### src/hw/rtl/rmq_pkg.sv
// ----------------------------------------------------------------------------
// rmq_pkg
// Shared widths, branch codes and item types of the matrix to quaternion
// converter.
// ----------------------------------------------------------------------------
package rmq_pkg;

  localparam int DATA_WIDTH = 32;
  localparam int FRAC_BITS  = 29;

  // root argument in signed form, then its positive magnitude
  localparam int ARG_W  = DATA_WIDTH + 3;
  localparam int ARGU_W = DATA_WIDTH + 1;
  // divided difference or sum of two elements
  localparam int NUM_W  = DATA_WIDTH + 1;
  // root width, radicand is twice as wide
  localparam int S_W    = (DATA_WIDTH + FRAC_BITS + 4) / 2;
  localparam int RAD_W  = 2 * S_W;

  localparam int Q_DEPTH = 4;
  localparam int Q_AW    = $clog2(Q_DEPTH);

  localparam logic [ARG_W-1:0] FX_ONE = ARG_W'(1) << FRAC_BITS;

  localparam logic [1:0] BR_TRACE = 2'd0;
  localparam logic [1:0] BR_X     = 2'd1;
  localparam logic [1:0] BR_Y     = 2'd2;
  localparam logic [1:0] BR_Z     = 2'd3;

  // classified item: branch, flag and the three numerators in output order
  typedef struct packed {
    logic [1:0]                 branch;
    logic                       degen;
    logic [2:0][NUM_W-1:0]      num;
  } item_t;

  typedef struct packed {
    item_t             item;
    logic [ARGU_W-1:0] arg;
  } entry_t;

endpackage

### src/hw/rtl/rmq_fifo.sv
// ----------------------------------------------------------------------------
// rmq_fifo
// Short queue between the classifier and the arithmetic pipeline.
// ----------------------------------------------------------------------------
module rmq_fifo (
  input  logic            clk_i,
  input  logic            rst_ni,
  input  logic            push_i,
  input  rmq_pkg::entry_t entry_i,
  output logic            full_o,
  input  logic            pop_i,
  output logic            empty_o,
  output rmq_pkg::entry_t entry_o
);
  import rmq_pkg::*;

  entry_t          mem_q [Q_DEPTH];
  logic [Q_AW-1:0] wr_q, rd_q;
  logic [Q_AW:0]   cnt_q;
  logic            do_push, do_pop;

  assign full_o  = (cnt_q == (Q_AW+1)'(Q_DEPTH));
  assign empty_o = (cnt_q == '0);
  assign do_push = push_i & ~full_o;
  assign do_pop  = pop_i & ~empty_o;
  assign entry_o = mem_q[rd_q];

  // advance pointers and count
  always_ff @(posedge clk_i or negedge rst_ni) begin
    if (!rst_ni) begin
      wr_q  <= '0;
      rd_q  <= '0;
      cnt_q <= '0;
    end else begin
      if (do_push) begin
        wr_q <= wr_q + 1'b1;
      end
      if (do_pop) begin
        rd_q <= rd_q + 1'b1;
      end
      if (do_push && !do_pop) begin
        cnt_q <= cnt_q + 1'b1;
      end else if (do_pop && !do_push) begin
        cnt_q <= cnt_q - 1'b1;
      end
    end
  end

  always_ff @(posedge clk_i) begin
    if (do_push) begin
      mem_q[wr_q] <= entry_i;
    end
  end

endmodule

### config.mk
export PLATFORM = sky130hd
export DESIGN_NAME = rmq_fifo
export DESIGN_NICKNAME = d
export VERILOG_FILES = /design/src/hw/rtl/rmq_pkg.sv /design/src/hw/rtl/rmq_fifo.sv
export SDC_FILE = /design/constraint.sdc
export NUM_CORES = 1
export LEC_CHECK = 0
export BUFFER_PORTS_ARGS = -buffer_cell sky130_fd_sc_hd__buf_2
export CORE_MARGIN = 1.5
export CORE_UTILIZATION = 55
export CTS_CLUSTER_SIZE = 25
export DETAILED_ROUTE_END_ITERATION = 10
export HOLD_SLACK_MARGIN = 0.12
export PLACE_DENSITY = 0.84
export SYNTH_ARGS = -nofsm -noshare
export SYNTH_HDL_FRONTEND = slang
export SYNTH_SLANG_ARGS = --single-unit
### constraint.sdc
create_clock -name clk_i -period 11.7 [get_ports clk_i]
set_input_delay 0 -clock clk_i [delete_from_list [all_inputs] [get_ports clk_i]]
set_output_delay 0 -clock clk_i [all_outputs]
set_load 0.005 [all_outputs]
* Word-level counts from Yosys, hierarchy flattened
Memory sizes are Yosys's and may differ from the RTL's. Cells that the tools add are included. W data, S select, Z words.
Cells by class: add/subtract/negate cells 4, muxes and demuxes 4, bitwise operators 4, eq/ne operators 1, reductions and logical operators 6
Operators by type and width (number):
- $mux W3 | 2
- $add A2 B1 Y2 const B | 2
- $add A3 B1 Y3 const B | 1
- $eq A3 B3 Y1 const B | 1
- $logic_not A3 Y1 | 1
- $sub A3 B1 Y3 const B | 1
- $and A1 B1 Y1 | 2
- $logic_and A1 B1 Y1 | 2
- $logic_not A1 Y1 | 2
- $mux W1 | 2
- $not A1 Y1 | 2
- $reduce_bool A2 Y1 | 1
Word-level totals: RAM bits 540, bits of input ports 139, memories kept 1, word-level logic and storage cells 23, flip-flop bits (word level) 7, output and inout port bits 137
Memories:
- mem_q | depth 4, bits a word 135, read ports 1, clocked after Yosys merged registers in 0, write ports 1, RTL line rmq_fifo.sv:17 | entry_t mem_q [Q_DEPTH];

* Longest topological paths before layout
depth in word-level cells 7, gate-level depth with buffers 9, mapped depth without buffers 8

* Worst setup path after synthesis
Ideal clock, no wire load.
path type register -> register, start point register cnt_q[2], end point memory mem_q[0][0] (netlist bit) (enable), stages on the path, launching flop included 5, required time 11.190 ns, path buffers 1, setup slack 7.280 ns, setup time 0.510 ns, data arrival time 3.910 ns, period minus slack after synthesis 4.420 ns, cell sequence dfrtp_1 nor3b_2 nor2b_1 buf_2 and2_1
Between the ends: longest elaborated chain between the ends 5
RTL lines:
- start, declared | RTL line rmq_fifo.sv:19 | logic [Q_AW:0] cnt_q;
- start signal, assigned | RTL line rmq_fifo.sv:42 | cnt_q <= cnt_q + 1'b1;
- start signal, assigned | RTL line rmq_fifo.sv:44 | cnt_q <= cnt_q - 1'b1;
- $eq A3 B3 Y1 | RTL line rmq_fifo.sv:22 | assign full_o = (cnt_q == (Q_AW+1)'(Q_DEPTH));
- named net full_o | RTL line rmq_fifo.sv:10 | output logic full_o,
- $not A1 Y1 | RTL line rmq_fifo.sv:24 | assign do_push = push_i & ~full_o;
- $and A1 B1 Y1 | RTL line rmq_fifo.sv:24
- named net do_push | RTL line rmq_fifo.sv:20 | logic do_push, do_pop;
- $mux W1 | RTL line rmq_fifo.sv:50 | if (do_push) begin
- $mux W1 (not written as such) | RTL line rmq_fifo.sv:51 | mem_q[wr_q] <= entry_i;
- end, declared | RTL line rmq_fifo.sv:17
The timed path passes the listed nets, and every way through them passes these cells.

==> impl_metrics.csv <==
group,metric,value,unit
status,status,"complete, no violations",
yosys,ys_types,21,
die,start_util,55.90,%
yosys,netlist_instances,741,
finish,regArea,16400,um^2
global_route,grt_max_degree,60,
placed_design,port_buffers,275,
min_path,hold_path_stages,2,
worst_setup_path,r2r-start,"cnt_q[2]",
yosys,synthesis.nets,886,
worst_setup_path,worstSetupPathType,"reg2out",
finish,layout_commonest_cell,"sky130_fd_sc_hd__edfxtp_1",
worst_setup_path,worst_r2r_path_depth,4,
cts,cts_buffers,53,
yosys,yosysWarnings,0,
timing,period_share,32.07,%
timing,timing.slew.headroom,39.35,%
worst_setup_path,timing.critical_path.arrival,3.75,ns
pwr,fin_total_pwr,0.006003,W
yosys,netlist.area_leader.share,81.55,%
finish,number_of_fill_cells_in_the_layout,2138,
finish,post-route-util,69.82,%
timing,hold_slack,0.1697,ns
yosys,synth.area.top_cells,"sky130_fd_sc_hd__edfxtp_1, sky130_fd_sc_hd__mux4_2, sky130_fd_sc_hd__dfrtp_1",
yosys,yosys_register_bits,547,
drt,post_drt_via_cell_ratio,5.558,
cts,post-cts-setup-buffer-count,0,
finish,final_cells,1699,
drt,dr.first_iter.drc_count,688,
die,floorplan.rows,69,
yosys,synth_sequential_area_ratio,82.43,%
worst_setup_path,worstPathMaxFanout,42,
pwr,cellLeakagePower,8.577,nW
placed_design,placer_congestion_estimate,0.7327,
cts,clock_insertion_delay_worst_skew,0.58,ns
drt,post_detailed_route_count_of_antenna_violating_nets,0,
timing,setup_repair_after_global_routing_missed_its_margin,"false",
die,die_w,193.1,um
timing,slew_violations,0,
die,pin_count,276,
timing,worst_pin_slew,0.9098,ns
timing,fmax,0.2665,GHz
min_path,holdCritPathClass,"in2reg",
cts,ctsLongestPathBuffers,3,
timing,report.final.hold_viol_count,0,
pwr,vdd.ir_drop.worst,0.1716,mV
die,placeableCoreArea,35570,um^2
global_route,grt_use_total,22.22,%
die,floorplan.die_area,37300,um^2
timing,worst_clock_skew,0.02011,ns
placed_design,post-place-cells,1459,
cts,reg_clk_slew_reported_paths,0.06,ns
timing,final_period_minus_worst_setup_slack,3.752,ns
yosys,synth_area,19880,um^2
worst_setup_path,cp_data_required_time,11.70,ns
worst_setup_path,reg2reg_slack,8.84,ns
min_path,hp_start,"entry_i[53]",
drt,drt-wirelength-per-cell,24.12,um
placed_design,dp_hpwl,22640,um
flow_run,maxCapViolCount,0,
timing,setup-violations-final,0,
global_route,residual_overflow_from_global_routing,0,
worst_setup_path,r2r-end,"mem_q[0][102]",
drt,drcViolationCount,0,
finish,area_growth_from_synthesis_to_layout,24.89,%
global_route,grt_antenna_before_repair,3,
die,chip_height,193.1,um
drt,vias,9443,
finish,area_of_the_multi_input_gates,3271,um^2
cts,htree_num_levels,2,
finish,mostFrequentLayoutCells,"sky130_fd_sc_hd__edfxtp_1, sky130_fd_sc_hd__buf_2, sky130_fd_sc_hd__dlygate4sd3_1",
global_route,grt_pass1_vias,9952,
yosys,syn_area_per_cell,26.83,um^2
yosys,synth_top_cell_by_area,"sky130_fd_sc_hd__edfxtp_1",
drt,drt-total-wl,40980,um
min_path,hold_path_end,"mem_q[2][53]",
finish,fraction_of_final_layout_cells_sized_beyond_drive_strength_1,40.97,%
worst_setup_path,worstSetupEndpointType,"output port",
pwr,power_per_cell_area,241.7,nW/um^2
drt,drt_first_pass_iters,5,
cts,num_clock_sinks,547,
timing,timing.setup.tns,0,ns
cts,tritoncts_clock_tree,"yes",
worst_setup_path,critical_path.startpoint_type,"register",
cts,cts_root_buffer,"sky130_fd_sc_hd__clkbuf_16",
finish,finalNetCount,1337,
global_route,grt_pass1_wl,60300,um
## metrics by stage
stage | area, um^2 | worst slack, ns
5_1_grt | 24830 | 7.602
3_3_place_gp | 21730 | 8.411
4_1_cts | 24830 | 7.782
3_5_place_dp | 21730 | 8.426
2_1_floorplan | 19880 | 7.280
6_report | 24830 | 7.948
## repair_timing
| item | 4_1_cts | 5_1_grt |
|---|---|---|
| hold buffers | 139 | 0 |
| gates resized for setup | 0 | 0 |
| hold endpoints to repair | 554 | 0 |
## critical path: stages (launching register included)
cell                      delay [ns]
sky130_fd_sc_hd__dfrtp_4        0.73
sky130_fd_sc_hd__buf_4          0.75
sky130_fd_sc_hd__buf_4          0.79
sky130_fd_sc_hd__mux4_2         0.63
sky130_fd_sc_hd__buf_2          0.15
## layer usage
metal  up-vias  part of all wire [%]  global-route usage (%)
met5         -                     0                       0
met4         0                   1.8                   6.538
met3        53                   6.9                   4.706
met2       356                    52                   37.21
met1      4911                    39                   29.79
li1       4123                     -                       -
## how the worst max path moves through the flow
stage                     cells after the start  startpoint           end  slack (ns)
final                                         4     rd_q[0]   entry_o[58]        7.95
after global routing                          4     rd_q[0]   entry_o[58]        7.60
after CTS                                     4     rd_q[0]  entry_o[128]        7.78
after detailed placement                      4     rd_q[0]   entry_o[58]        8.43
after global placement                        4     rd_q[0]  entry_o[128]        8.41
after floorplan                               4    cnt_q[2]   mem_q[0][0]        7.28
## synthesized netlist by cell type
master,count
sky130_fd_sc_hd__and2_1,4
sky130_fd_sc_hd__buf_1,2
sky130_fd_sc_hd__buf_2,12
sky130_fd_sc_hd__buf_4,9
sky130_fd_sc_hd__buf_6,7
sky130_fd_sc_hd__clkbuf_1,1
sky130_fd_sc_hd__dfrtp_1,7
sky130_fd_sc_hd__edfxtp_1,540
sky130_fd_sc_hd__fa_1,1
sky130_fd_sc_hd__ha_1,5
sky130_fd_sc_hd__inv_1,4
sky130_fd_sc_hd__mux2_2,2
sky130_fd_sc_hd__mux4_2,135
sky130_fd_sc_hd__nand2_1,1
sky130_fd_sc_hd__nand3_1,1
sky130_fd_sc_hd__nor2_1,1
sky130_fd_sc_hd__nor2b_1,1
sky130_fd_sc_hd__nor3b_2,1
sky130_fd_sc_hd__or3_1,1
sky130_fd_sc_hd__xnor2_1,4
sky130_fd_sc_hd__xor2_1,2
## logic make-up after synthesis
group | Yosys count | share of synthesized area, %
and+or+nand+nor | 10 | 0.3146
adders and majority gates | 6 | 0.4153
buffers and inverters | 35 | 1.170
xor gates and xnor gates | 6 | 0.2643
muxes | 137 | 15.40
DFF | 547 | 82.43
## layout make-up
cell class                      count  area share (%)
Clock inverter                     29           1.088
Sequential cell                   547           66.03
Clock buffer                       69           5.754
Inverter                            4         0.06046
Antenna cell                        3         0.03023
Timing Repair Buffer              427           11.54
Multi-Input combinational cell    159           13.17
Tap cell                          461           2.323
## state kept, by name, indices dropped and copies added, names as in the netlist
| signal | count |
|---|---|
| mem_q | 540 |
| cnt_q | 3 |
| rd_q | 2 |
| wr_q | 2 |
## report_power, final
part / total (W) / internal, W / switching, W
clock: 0.00166 / 0.000970 / 0.000689
combinational: 0.00160 / 0.000782 / 0.000823
sequential: 0.00274 / 0.00260 / 0.000144
total: 0.00600 / 0.00435 / 0.00166
Note: power is estimated with default switching activity, not from simulation.
