## src/hw/rtl/rmq_pkg.sv

```systemverilog
// ----------------------------------------------------------------------------
// rmq_pkg
// Shared widths, branch codes and item types of the matrix to quaternion
// converter.
// ----------------------------------------------------------------------------
package rmq_pkg;

  localparam int DATA_WIDTH = 32;
  localparam int FRAC_BITS  = 29;

  // root argument in signed form, then its positive magnitude
  localparam int ARG_W  = DATA_WIDTH + 3;
  localparam int ARGU_W = DATA_WIDTH + 1;
  // divided difference or sum of two elements
  localparam int NUM_W  = DATA_WIDTH + 1;
  // root width, radicand is twice as wide
  localparam int S_W    = (DATA_WIDTH + FRAC_BITS + 4) / 2;
  localparam int RAD_W  = 2 * S_W;

  localparam int Q_DEPTH = 4;
  localparam int Q_AW    = $clog2(Q_DEPTH);

  localparam logic [ARG_W-1:0] FX_ONE = ARG_W'(1) << FRAC_BITS;

  localparam logic [1:0] BR_TRACE = 2'd0;
  localparam logic [1:0] BR_X     = 2'd1;
  localparam logic [1:0] BR_Y     = 2'd2;
  localparam logic [1:0] BR_Z     = 2'd3;

  // classified item: branch, flag and the three numerators in output order
  typedef struct packed {
    logic [1:0]                 branch;
    logic                       degen;
    logic [2:0][NUM_W-1:0]      num;
  } item_t;

  typedef struct packed {
    item_t             item;
    logic [ARGU_W-1:0] arg;
  } entry_t;

endpackage

```

## src/hw/rtl/rmq_front.sv

```systemverilog
// ----------------------------------------------------------------------------
// rmq_front
// Accept a matrix, pick the branch, form the root argument and numerators.
// ----------------------------------------------------------------------------
module rmq_front (
  input  logic                                  clk_i,
  input  logic                                  rst_ni,
  input  logic                                  in_valid_i,
  output logic                                  in_stall_o,
  input  logic signed [rmq_pkg::DATA_WIDTH-1:0] m00_i,
  input  logic signed [rmq_pkg::DATA_WIDTH-1:0] m01_i,
  input  logic signed [rmq_pkg::DATA_WIDTH-1:0] m02_i,
  input  logic signed [rmq_pkg::DATA_WIDTH-1:0] m10_i,
  input  logic signed [rmq_pkg::DATA_WIDTH-1:0] m11_i,
  input  logic signed [rmq_pkg::DATA_WIDTH-1:0] m12_i,
  input  logic signed [rmq_pkg::DATA_WIDTH-1:0] m20_i,
  input  logic signed [rmq_pkg::DATA_WIDTH-1:0] m21_i,
  input  logic signed [rmq_pkg::DATA_WIDTH-1:0] m22_i,
  output logic                                  push_o,
  output rmq_pkg::entry_t                       entry_o,
  input  logic                                  full_i
);
  import rmq_pkg::*;

  logic              vld_q;
  entry_t            ent_q, ent_d;
  logic              load;
  logic signed [ARG_W-1:0] trace, arg;
  logic signed [NUM_W-1:0] d_zy, d_xz, d_yx, s_xy, s_xz, s_yz;

  assign push_o     = vld_q & ~full_i;
  assign in_stall_o = vld_q & full_i;
  assign load       = in_valid_i & ~in_stall_o;
  assign entry_o    = ent_q;

  // classify the matrix
  always_comb begin
    trace = ARG_W'(m00_i) + ARG_W'(m11_i) + ARG_W'(m22_i);
    d_zy  = NUM_W'(m21_i) - NUM_W'(m12_i);
    d_xz  = NUM_W'(m02_i) - NUM_W'(m20_i);
    d_yx  = NUM_W'(m10_i) - NUM_W'(m01_i);
    s_xy  = NUM_W'(m01_i) + NUM_W'(m10_i);
    s_xz  = NUM_W'(m02_i) + NUM_W'(m20_i);
    s_yz  = NUM_W'(m12_i) + NUM_W'(m21_i);
    if (trace > 0) begin
      ent_d.item.branch = BR_TRACE;
      arg = FX_ONE + trace;
      ent_d.item.num = {d_yx, d_xz, d_zy};
    end else if (m00_i > m11_i && m00_i > m22_i) begin
      ent_d.item.branch = BR_X;
      arg = FX_ONE + ARG_W'(m00_i) - ARG_W'(m11_i) - ARG_W'(m22_i);
      ent_d.item.num = {s_xz, s_xy, d_zy};
    end else if (m11_i > m22_i) begin
      ent_d.item.branch = BR_Y;
      arg = FX_ONE + ARG_W'(m11_i) - ARG_W'(m00_i) - ARG_W'(m22_i);
      ent_d.item.num = {s_yz, s_xy, d_xz};
    end else begin
      ent_d.item.branch = BR_Z;
      arg = FX_ONE + ARG_W'(m22_i) - ARG_W'(m00_i) - ARG_W'(m11_i);
      ent_d.item.num = {s_yz, s_xz, d_yx};
    end
    ent_d.item.degen = (arg <= 0);
    ent_d.arg = arg[ARGU_W-1:0];
  end

  // hold the item until the queue takes it
  always_ff @(posedge clk_i or negedge rst_ni) begin
    if (!rst_ni) begin
      vld_q <= 1'b0;
    end else if (load) begin
      vld_q <= 1'b1;
    end else if (push_o) begin
      vld_q <= 1'b0;
    end
  end

  always_ff @(posedge clk_i) begin
    if (load) begin
      ent_q <= ent_d;
    end
  end

endmodule

```

## config.mk

```make
export PLATFORM = sky130hd
export DESIGN_NAME = rmq_front
export DESIGN_NICKNAME = d
export VERILOG_FILES = /design/src/hw/rtl/rmq_pkg.sv /design/src/hw/rtl/rmq_front.sv
export SDC_FILE = /design/constraint.sdc
export NUM_CORES = 1
export LEC_CHECK = 0
export ABC_CLOCK_PERIOD_IN_PS = 9400
export BUFFER_PORTS_ARGS = -buffer_cell sky130_fd_sc_hd__buf_4
export CORE_AREA = 2 2 279 281
export DETAILED_ROUTE_END_ITERATION = 8
export DIE_AREA = 0 0 281 283
export GPL_TIMING_DRIVEN = 0
export MAX_ROUTING_LAYER = met4
export SLEW_MARGIN = 20
export SYNTH_ARGS = -nofsm -noshare
export SYNTH_HDL_FRONTEND = slang
export SYNTH_SLANG_ARGS = --single-unit
```

## constraint.sdc

```tcl
create_clock -name clk_i -period 9.4 [get_ports clk_i]
set_input_delay 0.94 -clock clk_i [delete_from_list [all_inputs] [get_ports clk_i]]
set_output_delay 0.94 -clock clk_i [all_outputs]
set_load 0.03 [all_outputs]
```

Word-level counts from Yosys, hierarchy flattened
Index checks and enable logic that the tools add are counted.
{"block": "op_classes", "n_addsub": 18, "order_cmp": 5, "mux": 10, "bitwise_logic": 5, "n_reduce_logical": 3}
{"operator": "two-way mux 99 bit", "n": 2}
{"operator": "adder 32 x 32 -> 33 bit", "n": 4}
{"operator": "two-way mux 35 bit", "n": 3}
{"operator": "subtractor 34 x 32 -> 35 bit", "n": 3}
{"operator": "subtractor 33 x 32 -> 34 bit", "n": 3}
{"operator": "adder 31 x 32 -> 33 bit, first input constant", "n": 3}
{"operator": "subtractor 32 x 32 -> 33 bit", "n": 3}
{"operator": "greater-than comparator 32 bit", "n": 3}
{"operator": "two-way mux 66 bit", "n": 1}
{"operator": "adder 31 x 34 -> 35 bit, first input constant", "n": 1}
{"operator": "<= comparator 35 x 1 -> 1 bit, second input constant", "n": 1}
{"operator": "adder 33 x 32 -> 34 bit", "n": 1}
{"operator": "greater-than comparator 34 x 1 -> 1 bit, second input constant", "n": 1}
{"operator": "two-way mux 1 bit", "n": 4}
{"operator": "AND 1 bit", "n": 3}
{"operator": "inverter 1 bit", "n": 2}
{"operator": "nonzero test 2 bit", "n": 1}
{"operator": "OR reduction 2 bit", "n": 1}
{"operator": "logical AND 1 bit", "n": 1}
{"block": "word_totals", "ff_bits": 136, "inputBits": 292, "output_inout_bits": 137, "wordCells": 49}

Logic depth before layout (Yosys ltp)
{"block": "depth", "depth_word": 7, "mapped_depth": 21, "ltp_nobuf": 21}

Worst setup path after synthesis
No wires, ideal clock.
{"block": "synth_timing", "path_kind": "input port to flip-flop", "from": "input full_i", "to": "register ent_q (netlist bit entry_o[0]), enable pin", "setup_ns": 0.644, "t_arrival_ns": 7.139, "t_required_ns": 8.756, "path_slack_ns": 1.617, "path_stages": 2, "n_path_buf": 0, "path_cell_list": "and2_1 > nor2b_1"}
{"block": "synth_between", "elab_chain_len": 3}
{"element": "start, declared", "line_no": "rmq_front.sv:21", "text": "input logic full_i"}
{"element": "AND 1 bit", "line_no": "rmq_front.sv:32", "text": "assign in_stall_o = vld_q & full_i;"}
{"element": "inverter 1 bit", "line_no": "rmq_front.sv:33", "text": "assign load = in_valid_i & ~in_stall_o;"}
{"element": "AND 1 bit", "line_no": "rmq_front.sv:33"}
{"element": "net load", "line_no": "rmq_front.sv:27", "text": "logic load;"}
{"element": "end signal, assigned", "line_no": "rmq_front.sv:79", "text": "ent_q <= ent_d;"}
{"element": "end, declared", "line_no": "rmq_front.sv:26", "text": "entry_t ent_q, ent_d;"}
The timed path passes the listed nets, and every way through them passes these cells.
A chain may end at the register's enable or synchronous reset.

==> impl_metrics.yaml <==
status:
  outcome: "finished, final reports clean"
sta:
  finalCritPeriodShare_pct: 93.9
  worst_pin_slew_ns: 1.27
  timing.hold.ws_ns: 0.213
  layout_min_cycle_time_ns: 8.82
  setup_viol: 0
  skew_ns: 0.0204
  rsz0062_at_grt: "false"
  max_freq_mhz: 113
  max-slew-margin-rel_pct: 15.2
  final_hold_viol_count: 0
  slew_violations: 0
synthesis:
  synth_xor_area_share_pct: 7.60
  yosysSeqAreaShare_pct: 13.1
  yosys_warnings: 0
  yosys.area_share.simple_pct: 16.0
  synth_commonest_cells: "585 x ha_1, 390 x inv_1, 352 x nor2_1, 317 x a21oi_1"
  synth-seq-cells: 136
  yosys.area.top_type: "ha_1"
  yosysTopAreaCellShare_pct: 23.4
  syn_nets: 4831
  synth_top_family_by_area: "adder cells"
  synth.most_common_cell: "ha_1"
  synth_edf_count: 135
  synth_cell_type_count: 83
  synth_ff_type: "edfxtp_1"
  synth_async_sr_flop_share_pct: 0.735
  muxShareOfSynthArea_pct: 3.30
  avgSynthCellArea_um2: 8.21
  synthCells: 3806
  syn_area_um2: 31200
  yosys.area_share.adder_pct: 32.9
  synth_area_leaders: "ha_1 23%, edfxtp_1 13%, fa_1 9.5%"
  synth_compound_area_share_pct: 20.7
routing:
  remaining_drc_errors: 0
  routedWlPerCell_um: 23.0
  wl_um: 123000
  via_count: 29700
  firstDrtPassIters: 6
  ant_nets: 0
  drt_iter0_markers: 2547
  via_per_inst: 5.57
placement:
  gp_congestion: 0.998
  io_buffers: 428
  dp_cells: 5280
  dp_hpwl_um: 103000
global_route:
  grt_usage_pct: 31.2
  grt_pass1_vias: 28600
  overflow: 0
  antenna_found_initial: 15
  grt_max_degree: 27
  grt_pass1_wl_um: 180000
finish:
  nets: 5284
  final_util_pct: 47.6
  layout-drive-gt1-share_pct: 12.8
  multiInputGateArea_um2: 25200
  instances_no_fill: 5325
  fillCellCount: 7655
  regArea_um2: 4080
  syn2layout_area_growth_pct: 16.9
setup_path:
  arrival_ns: 9.09
  crit_fanout: 10
  end_kind: "flop"
  r2r_cells: 5
  cp.required_ns: 9.67
  cp-start-kind: "primary input"
  critPathKind: "primary input to flop"
cts:
  root_buffer: "clkbuf_16"
  clkTransAtPathRegs_ns: 0.07
  cts.sinks: 136
  cts-resized-gates: 0
  cts_tree: "yes"
  clk_path_buf_depth: 2
  postCtsHoldBufs: 0
  htreeDepth: 4
  cts_buffers: 17
  clk_latency_ns: 0.51
  cts_setup_buffers: 0
die:
  core-area_um2: 76700
  num_rows: 102
  die_area_um2: 79500
  ioPinCount: 429
  start_util_pct: 40.7
  die_w_um: 281
  die_h_um: 283
run:
  drv_cap: 0
power_and_ir_drop:
  ir_drop_mv: 0.112
  power_mw: 5.90
  leakagePower_nw: 17.2
  p_per_area_nw_per_um2: 162
worst_hold_path:
  min_path_type: "primary input to asynchronous set/reset pin"
## worst max-delay path: stages
cell	delay, ns
buf_4	0.14
inv_1	0.23
ha_1	0.32
nor4_1	0.79
nand3_1	0.26
a21oi_1	0.49
a2111oi_0	0.15
a311oi_1	0.79
o21ai_0	0.21
nand3b_1	0.30
clkbuf_1	0.56
buf_1	0.80
buf_1	0.89
clkbuf_1	0.78
clkbuf_1	0.90
a21oi_1	0.12
o21ai_0	0.39
## metrics by stage
| stage | setup slack (ns) | TNS (ns) | instance area, µm² |
|---|---|---|---|
| after CTS | 0.536 | 0 | 36500 |
| after global routing | 0.345 | 0 | 36500 |
| after detailed placement | 0.0163 | 0 | 35900 |
| after floorplan | 1.62 | 0 | 31200 |
| after global placement | -2.16 | -290.27 | 35700 |
| final | 0.578 | 0 | 36500 |
## path summary, 6_finish.rpt
kind | start | endpoint | slack [ns]
max reg2reg | vld_q$_DFFE_PN0P_ | entry_o[72]$_DFFE_PP_ | 7.20
max in group asynchronous | rst_ni | vld_q$_DFFE_PN0P_ | 9.11
min reg2reg | vld_q$_DFFE_PN0P_ | vld_q$_DFFE_PN0P_ | 0.70
min in group clk_i | in_valid_i | vld_q$_DFFE_PN0P_ | 0.65
max | m11_i[14] | entry_o[120]$_DFFE_PP_ | 0.58
min | rst_ni | vld_q$_DFFE_PN0P_ | 0.21
## flip-flops by register name, summed over array words and instances, names as in the netlist
| name | cells |
|---|---|
| entry_o | 135 |
| vld_q | 1 |
## metal layers
layer  GRT usage, %  up-vias  part of all wire [%]
met3           4.07      151                   6.3
li1               -    14200                     -
met5              -        -                     0
met4           8.89        0                   3.0
met2           50.7     1073                    47
met1           40.4    14200                    44
## placed cells by master (no fill, tap or decap), drive strengths merged, types with 12 or more instances in the layout
| master | count |
|---|---|
| ha | 585 |
| buf | 456 |
| inv | 400 |
| nor2 | 352 |
| a21oi | 317 |
| o21ai | 212 |
| nand2 | 204 |
| xnor2 | 195 |
| fa | 148 |
| edfxtp | 135 |
| clkbuf | 127 |
| nor3 | 90 |
| a21o | 85 |
| mux2i | 76 |
| xor2 | 75 |
| nor2b | 69 |
| nand3 | 62 |
| o21bai | 56 |
| nand2b | 55 |
| a211oi | 50 |
| o211ai | 33 |
| nor4 | 33 |
| o21a | 32 |
| or3 | 30 |
| and3 | 29 |
| and2 | 28 |
| o31ai | 27 |
| a31oi | 24 |
| mux2 | 24 |
| nand4 | 19 |
| or2 | 17 |
| nand3b | 15 |
| o41ai | 15 |
| diode | 13 |
| a2111oi | 13 |
| a221oi | 12 |
| a311oi | 12 |
## power breakdown
group	switching [mW]	internal [mW]
registers	0.0660	0.871
clock network	0.352	0.373
logic	2.70	1.54
## kinds of logic (layout without fill, tap and decap cells)
kind of cell             after synthesis  after routing
other                                  0             13
AO/OA/AOI/OAI                       1009           1009
XOR/XNOR                             270            270
AND/OR/NAND/NOR                     1035           1035
flip-flops                           136            136
multiplexers                         100            100
buffers and inverters                523            989
adder cells (fa/ha/maj)              733            733
## cell type report
cell class	instances	area share, %
Multi-Input combinational cell	3147	69.0
Clock buffer	17	1.17
Clock inverter	15	0.422
Tap cell	1040	3.56
Sequential cell	136	11.2
Inverter	391	4.02
Antenna cell	13	0.0891
Timing Repair Buffer	434	9.10
Buffer	132	1.46
Power figures use the tool's default switching activity.
